==> src/hdl/bsm_pkg.sv <==
// ----------------------------------------------------------------------------
// bsm_pkg: shared definitions for the Booth signed multiplier
// Field widths, the default operand width and the radix-2 Booth pair codes.
// ----------------------------------------------------------------------------
`default_nettype none

package bsm_pkg;

  // External field widths (fixed by the interface)
  localparam int OPERAND_W = 32;
  localparam int PRODUCT_W = 64;

  // Default internal operand width, 2 .. OPERAND_W
  localparam int WIDTH_DEF = 32;

  typedef logic signed [OPERAND_W-1:0] operand_t;
  typedef logic signed [PRODUCT_W-1:0] product_t;

  // Booth pair {q[0], q[-1]} codes; the other two codes mean no action
  typedef logic [1:0] booth_pair_t;
  localparam booth_pair_t BOOTH_SUB = 2'b10;
  localparam booth_pair_t BOOTH_ADD = 2'b01;

endpackage : bsm_pkg

`default_nettype wire

==> src/hdl/bsm_cell.sv <==
// ----------------------------------------------------------------------------
// bsm_cell: one Booth round
// Applies add/subtract/hold to the accumulator from the Booth pair, shifts
// {A, Q, Q-1} right arithmetically and registers the result for the next cell.
// ----------------------------------------------------------------------------
`default_nettype none

module bsm_cell #(
  parameter int WIDTH = bsm_pkg::WIDTH_DEF
) (
  input  wire logic             clk,
  input  wire logic             rst,
  input  wire logic             advance,
  // from the previous cell
  input  wire logic             valid_in,
  input  wire logic [WIDTH-1:0] a_in,
  input  wire logic [WIDTH-1:0] q_in,
  input  wire logic             qm1_in,
  input  wire logic [WIDTH-1:0] m_in,
  // to the next cell
  output logic                  valid,
  output logic [WIDTH-1:0]      a,
  output logic [WIDTH-1:0]      q,
  output logic                  qm1,
  output logic [WIDTH-1:0]      m
);

  bsm_pkg::booth_pair_t pair;
  logic [WIDTH-1:0]     sum;
  logic [WIDTH-1:0]     a_next;
  logic [WIDTH-1:0]     q_next;

  // Booth action selected by the low multiplier bit and the extra bit
  assign pair = {q_in[0], qm1_in};

  always_comb begin
    case (pair)
      bsm_pkg::BOOTH_SUB: sum = a_in - m_in;
      bsm_pkg::BOOTH_ADD: sum = a_in + m_in;
      default:            sum = a_in;
    endcase
  end

  // Arithmetic right shift of {A, Q} as one word
  assign a_next = {sum[WIDTH-1], sum[WIDTH-1:1]};
  assign q_next = {sum[0], q_in[WIDTH-1:1]};

  // Stage valid
  always_ff @(posedge clk) begin
    if (rst) begin
      valid <= 1'b0;
    end else if (advance) begin
      valid <= valid_in;
    end
  end

  // Stage payload
  always_ff @(posedge clk) begin
    if (advance) begin
      a   <= a_next;
      q   <= q_next;
      qm1 <= q_in[0];
      m   <= m_in;
    end
  end

endmodule : bsm_cell

`default_nettype wire

==> config.mk <==
export PLATFORM = sky130hd
export DESIGN_NAME = bsm_cell
export DESIGN_NICKNAME = d
export VERILOG_FILES = /design/src/hdl/bsm_pkg.sv /design/src/hdl/bsm_cell.sv
export SDC_FILE = /design/constraint.sdc
export NUM_CORES = 1
export LEC_CHECK = 0
export BUFFER_PORTS_ARGS = -buffer_cell sky130_fd_sc_hd__buf_4
export CELL_PAD_IN_SITES_DETAIL_PLACEMENT = 0
export CELL_PAD_IN_SITES_GLOBAL_PLACEMENT = 2
export CORE_MARGIN = 8
export CORE_UTILIZATION = 33
export CTS_CLUSTER_SIZE = 30
export DETAILED_ROUTE_END_ITERATION = 12
export PLACE_DENSITY = 0.92
export SLEW_MARGIN = 20
export SYNTH_ARGS = -nofsm -noshare
export SYNTH_HDL_FRONTEND = slang
export SYNTH_SLANG_ARGS = --single-unit
export TNS_END_PERCENT = 10
==> constraint.sdc <==
create_clock -name clk -period 11.6 [get_ports clk]
set_input_delay 1.74 -clock clk [delete_from_list [all_inputs] [get_ports clk]]
set_output_delay 1.74 -clock clk [all_outputs]
set_load 0.01 [all_outputs]
* Word-level counts from Yosys, hierarchy flattened
Index checks and enable logic that the tools add are counted. Widths: inputs -> output; s select.
Word-level totals: input port bits 101, flip-flop bits (word level) 97
Cells by class: eq/ne operators 2, mux-type cells 1, add/subtract/negate cells 2
Operators by type and width (count):
- $pmux 32 s2 | 1
- $add 32x32->32 | 1
- $sub 32x32->32 | 1
- $eq 2x1->1 const B | 1
- $eq 2x2->1 const B | 1

* Depth between registers and ports, before layout
word-level depth 2, gate-level depth with buffers 20

* Least setup slack after synthesis
Ideal clock, no wire load.
path kind input port to flip-flop, start point in m_in[4], end point reg, netlist name a[30], slack 5.722 ns, buffers on the path 1, cell stages on the path 19, library setup time 0.190 ns, arrival time 5.688 ns, path through or4_4 -> nor3_4 -> and2_1 -> nand2_1 -> nor2_1 -> nand3b_1 -> nor4_1 -> nor2_1 -> xor2_1 -> ha_1 -> clkbuf_1 -> a21o_1 -> a21oi_1 -> o2111ai_1 -> o211ai_1 -> nand4b_1 -> a31o_2 -> a41o_1 -> a2111oi_2
On the way: longest elaborated chain between the ends 2, elaborated cells on any way between the ends 3, classes of those cells add/sub: 2; mux: 1
Ends and longest elaborated chain:
- start, declared | line bsm_cell.sv:19 | input wire logic [WIDTH-1:0] m_in,
- $add 32x32->32 or $sub 32x32->32 (tied branches) | line bsm_cell.sv:39, bsm_cell.sv:38
- $pmux 32 s2 * | line bsm_cell.sv:37 | case (pair)
- net sum[31] | line bsm_cell.sv:29 | logic [WIDTH-1:0] sum;
The timed path passes the listed nets; every way through them passes the cells marked *. A chain may end at the register's enable or synchronous reset.

* Worst setup path after layout
start point in m_in[4], end point reg, netlist name a[30]
On the way: longest elaborated chain between the ends 2, elaborated cells on any way between the ends 3, classes of those cells add/sub: 2; mux: 1
Ends and longest elaborated chain (line):
- $add 32x32->32 or $sub 32x32->32 (tied branches) | bsm_cell.sv:39, bsm_cell.sv:38
- $pmux 32 s2 * | bsm_cell.sv:37
- net sum[31] | bsm_cell.sv:29
Marked as above.

==> qor.csv <==
stage;metric;value;unit
die;io pins;199;
sta;Worst Clk Skew;0;ps
route;Vias;4678;
worst_setup_path;Worst setup EP type;register;
synthesis;Seq/Total Area, Yosys;51.1;%
pwr;peak supply drop;64.4;uV
sta;Final setup viols;0;
place;DP HPWL;12.9;mm
layout;layout cell share with drive strength beyond 1;32.6;%
route;drt drc;0;
sta;RSZ-0062 raised after global routing;no;
worst_setup_path;r2r setup slk;11010;ps
worst_setup_path;critical path startpoint category;primary input;
route;First-pass DRT Iterations;5;
synthesis;synthesis warning total;0;
route;Post-Route WL;16.2;mm
synthesis;Mapped Nets;652;
place;Inst Count DP;923;
global_route;pin count of the biggest net entering global routing;79;
sta;post-route minimum period;6330;ps
cts;Root Driver;clkbuf_16;
sta;fmax;158;MHz
global_route;GRT busiest layer;met2;
global_route;met3 GRT Util;4.55;%
pwr;static leakage;3.29;nW
place;pre-CTS setup slack;4880;ps
cts;Num CTS Buffers;9;
worst_setup_path;Crit path max-delay family;simple AND/OR/NAND/NOR gates;
min_path;Hold WC Path Type;register to register;
flow_run;Max Cap Viol;0;
global_route;global-route wire length before repair;25.7;mm
sta;final hold viol count;0;
layout;fin cells;939;
worst_setup_path;WP data required;11760;ps
place;routability cong.;0.833;
worst_setup_path;Worst path max stage delay;630;ps
cts;buffers inserted by post-CTS timing repair;0;
sta;Hold Slack;522;ps
synthesis;Seq cells post-synth;97;
run_status;status;finished clean;
cts;Clk Latency, worst-skew pair;350;ps
synthesis;syn avg cell area;11.1;um^2
worst_setup_path;Max stage delay cell, worst path;nor4_1;
die;Starting Density;33.3;%
cts;post-cts repair resize count;0;
worst_setup_path;WS Path Type;primary input to register;
worst_setup_path;Worst Path Buf+Inv;1;
global_route;initial antenna violation count;0;
worst_setup_path;cell with the most instances on the worst path;nor2_1;
worst_setup_path;Worst EP arrival;6490;ps
pwr;pwr dens;135;mW/mm^2
synthesis;fraction of registers with async set/reset;0;%
global_route;routing usage on met2;24.0;%
synthesis;Synth Cell Area;0.00568;mm^2
sta;period utilization;54.6;%
cts;Clock Path Buffers;2;
worst_setup_path;CP cell instances;buf_4, or4_4, nor3_4, and2_1, nand2_1, nor2_1, nand3b_1, nor4_1, nor2_1, xor2_1, ha_1, a21o_1, a21oi_1, o2111ai_1, o211ai_1, nand4b_1, a31o_2, a41o_1, a2111oi_2;
synthesis;Cell variety after synth;55;
sta;Setup WS post-layout;5270;ps
die;chip height;147;um
cts;# hold bufs at CTS;0;
sta;max-slew violation count;0;
synthesis;Post-synth EDFFs;96;
cts;TritonCTS clock tree;built;
die;die area;0.0217;mm^2
sta;Slew @ Worst Pin;1020;ps
cts;Sink Count;97;
sta;Rel. slew slack;31.8;%
synthesis;ys flop type;edfxtp_1;
synthesis;synthesized instance count;512;
place;I/O Buffers;198;
route;antenna viol nets, final;0;
die;die width;147;um
global_route;global route overflow;0;
sta;post-route setup TNS;0;ps
route;starting DRC count in detailed routing;234;
global_route;vias in the first global route;4784;
layout;# diodes;0;
die;Std-Cell Rows;48;
cts;CTS clk-pin slew, worst paths;80;ps
layout;Filler cells;1646;
cts;CTS H-Tree Depth;3;
die;Core Footprint;0.0171;mm^2
global_route;all-layer global routing usage;14.8;%
layout;final net count;849;
route;DR WL/cell;17.2;um
global_route;met1 usage;18.1;%
worst_setup_path;crit-path max FO;7;
layout;area grow syn2layout;35.6;%
route;post-DR vias/cell;4.98;
[Yosys cell counts, drive strengths merged, types with 3 or more instances]
cell	count	area (um^2)
edfxtp	96	2880
nand2	51	191
a21oi	47	239
nor2	41	154
xor2	41	378
o21ai	39	195
ha	38	475
xnor2	15	131
a21o	14	105
nor3	13	87.6
inv	12	45.0
clkbuf	11	41.3
a31oi	7	43.8
and2	6	37.5
nand3	5	25.0
nor4	5	31.3
o211ai	5	37.5
and3	4	25.0
buf	4	18.8
mux2	4	45.0
nand2b	4	25.0
o21a	4	30.0
a211oi	3	22.5
a41o	3	31.3
nand3b	3	22.5
nand4	3	18.8
[cell type report]
cell class                 count  area [um^2]  share of cell area (%)
clock buffer                   9          225                    2.92
sequential                    97         2900                    37.7
inverter                      13         48.8                   0.634
tap                          225          282                    3.66
timing repair buffer         201         1510                    19.6
clock inverter                 7         66.3                   0.861
multi-input combinational    387         2670                    34.6
[through the flow]
stage	cell area [um^2]	util, %	total power [mW]
6_report	7700	45.1	1.04
5_1_grt	7700	45.1	1.10
4_1_cts	7700	45.1	1.05
3_5_place_dp	7410	43.4	0.763
3_3_place_gp	7410	43.4	0.758
2_1_floorplan	5680	-	0.623
[worst min-delay path: cells and delay by family, from the launching register on]
family	cells	cell delay, ps
and+or+nand+nor	1	90
DFF	1	330
muxes	1	70
[per-layer routing]
layer  wire length [um]  share of wire [%]  vias to the layer above
met5                  0                  0                        -
met4                313                1.9                        0
met3               1180                7.3                       14
met2               7460                 46                      167
met1               7240                 45                     2196
li1                   -                  -                     2301
[kinds of logic after synthesis]
| logic type | after synthesis | share of synthesized area (%) |
|---|---|---|
| simple gates | 146 | 13.0 |
| compound gates | 140 | 15.2 |
| flops | 97 | 51.1 |
| xor+xnor | 56 | 8.97 |
| fa+ha+maj | 39 | 8.73 |
| buf+inv | 28 | 1.92 |
| mux | 6 | 1.15 |
[sequential cells by signal, indices dropped and copies added, names as in the netlist]
register and count:
m 32, a 31, valid 1, qm1 1
q 32
[power breakdown]
group	switching, mW	total [mW]	internal [mW]
logic	0.165	0.309	0.144
clock network	0.138	0.288	0.150
registers	0.0108	0.443	0.432
[worst paths after layout]
kind,start,depth (start not counted),endpoint
max reg2reg,valid$_SDFFE_PP0P_,2,valid$_SDFFE_PP0P_
min reg2reg,valid$_SDFFE_PP0P_,2,valid$_SDFFE_PP0P_
min,valid$_SDFFE_PP0P_,2,valid$_SDFFE_PP0P_
max,m_in[4],19,a[30]$_DFFE_PP_
[placed cells by master, fill, tap and decap left out, types with 7 or more instances in the layout]
cell type    n
buf_4      201
edfxtp_1    96
nand2_1     51
a21oi_1     46
nor2_1      41
xor2_1      40
o21ai_0     39
ha_1        38
xnor2_1     15
a21o_1      14
inv_1       12
nor3_1      11
clkbuf_16    9
a31oi_1      7
(Power assumes the default switching activity.)
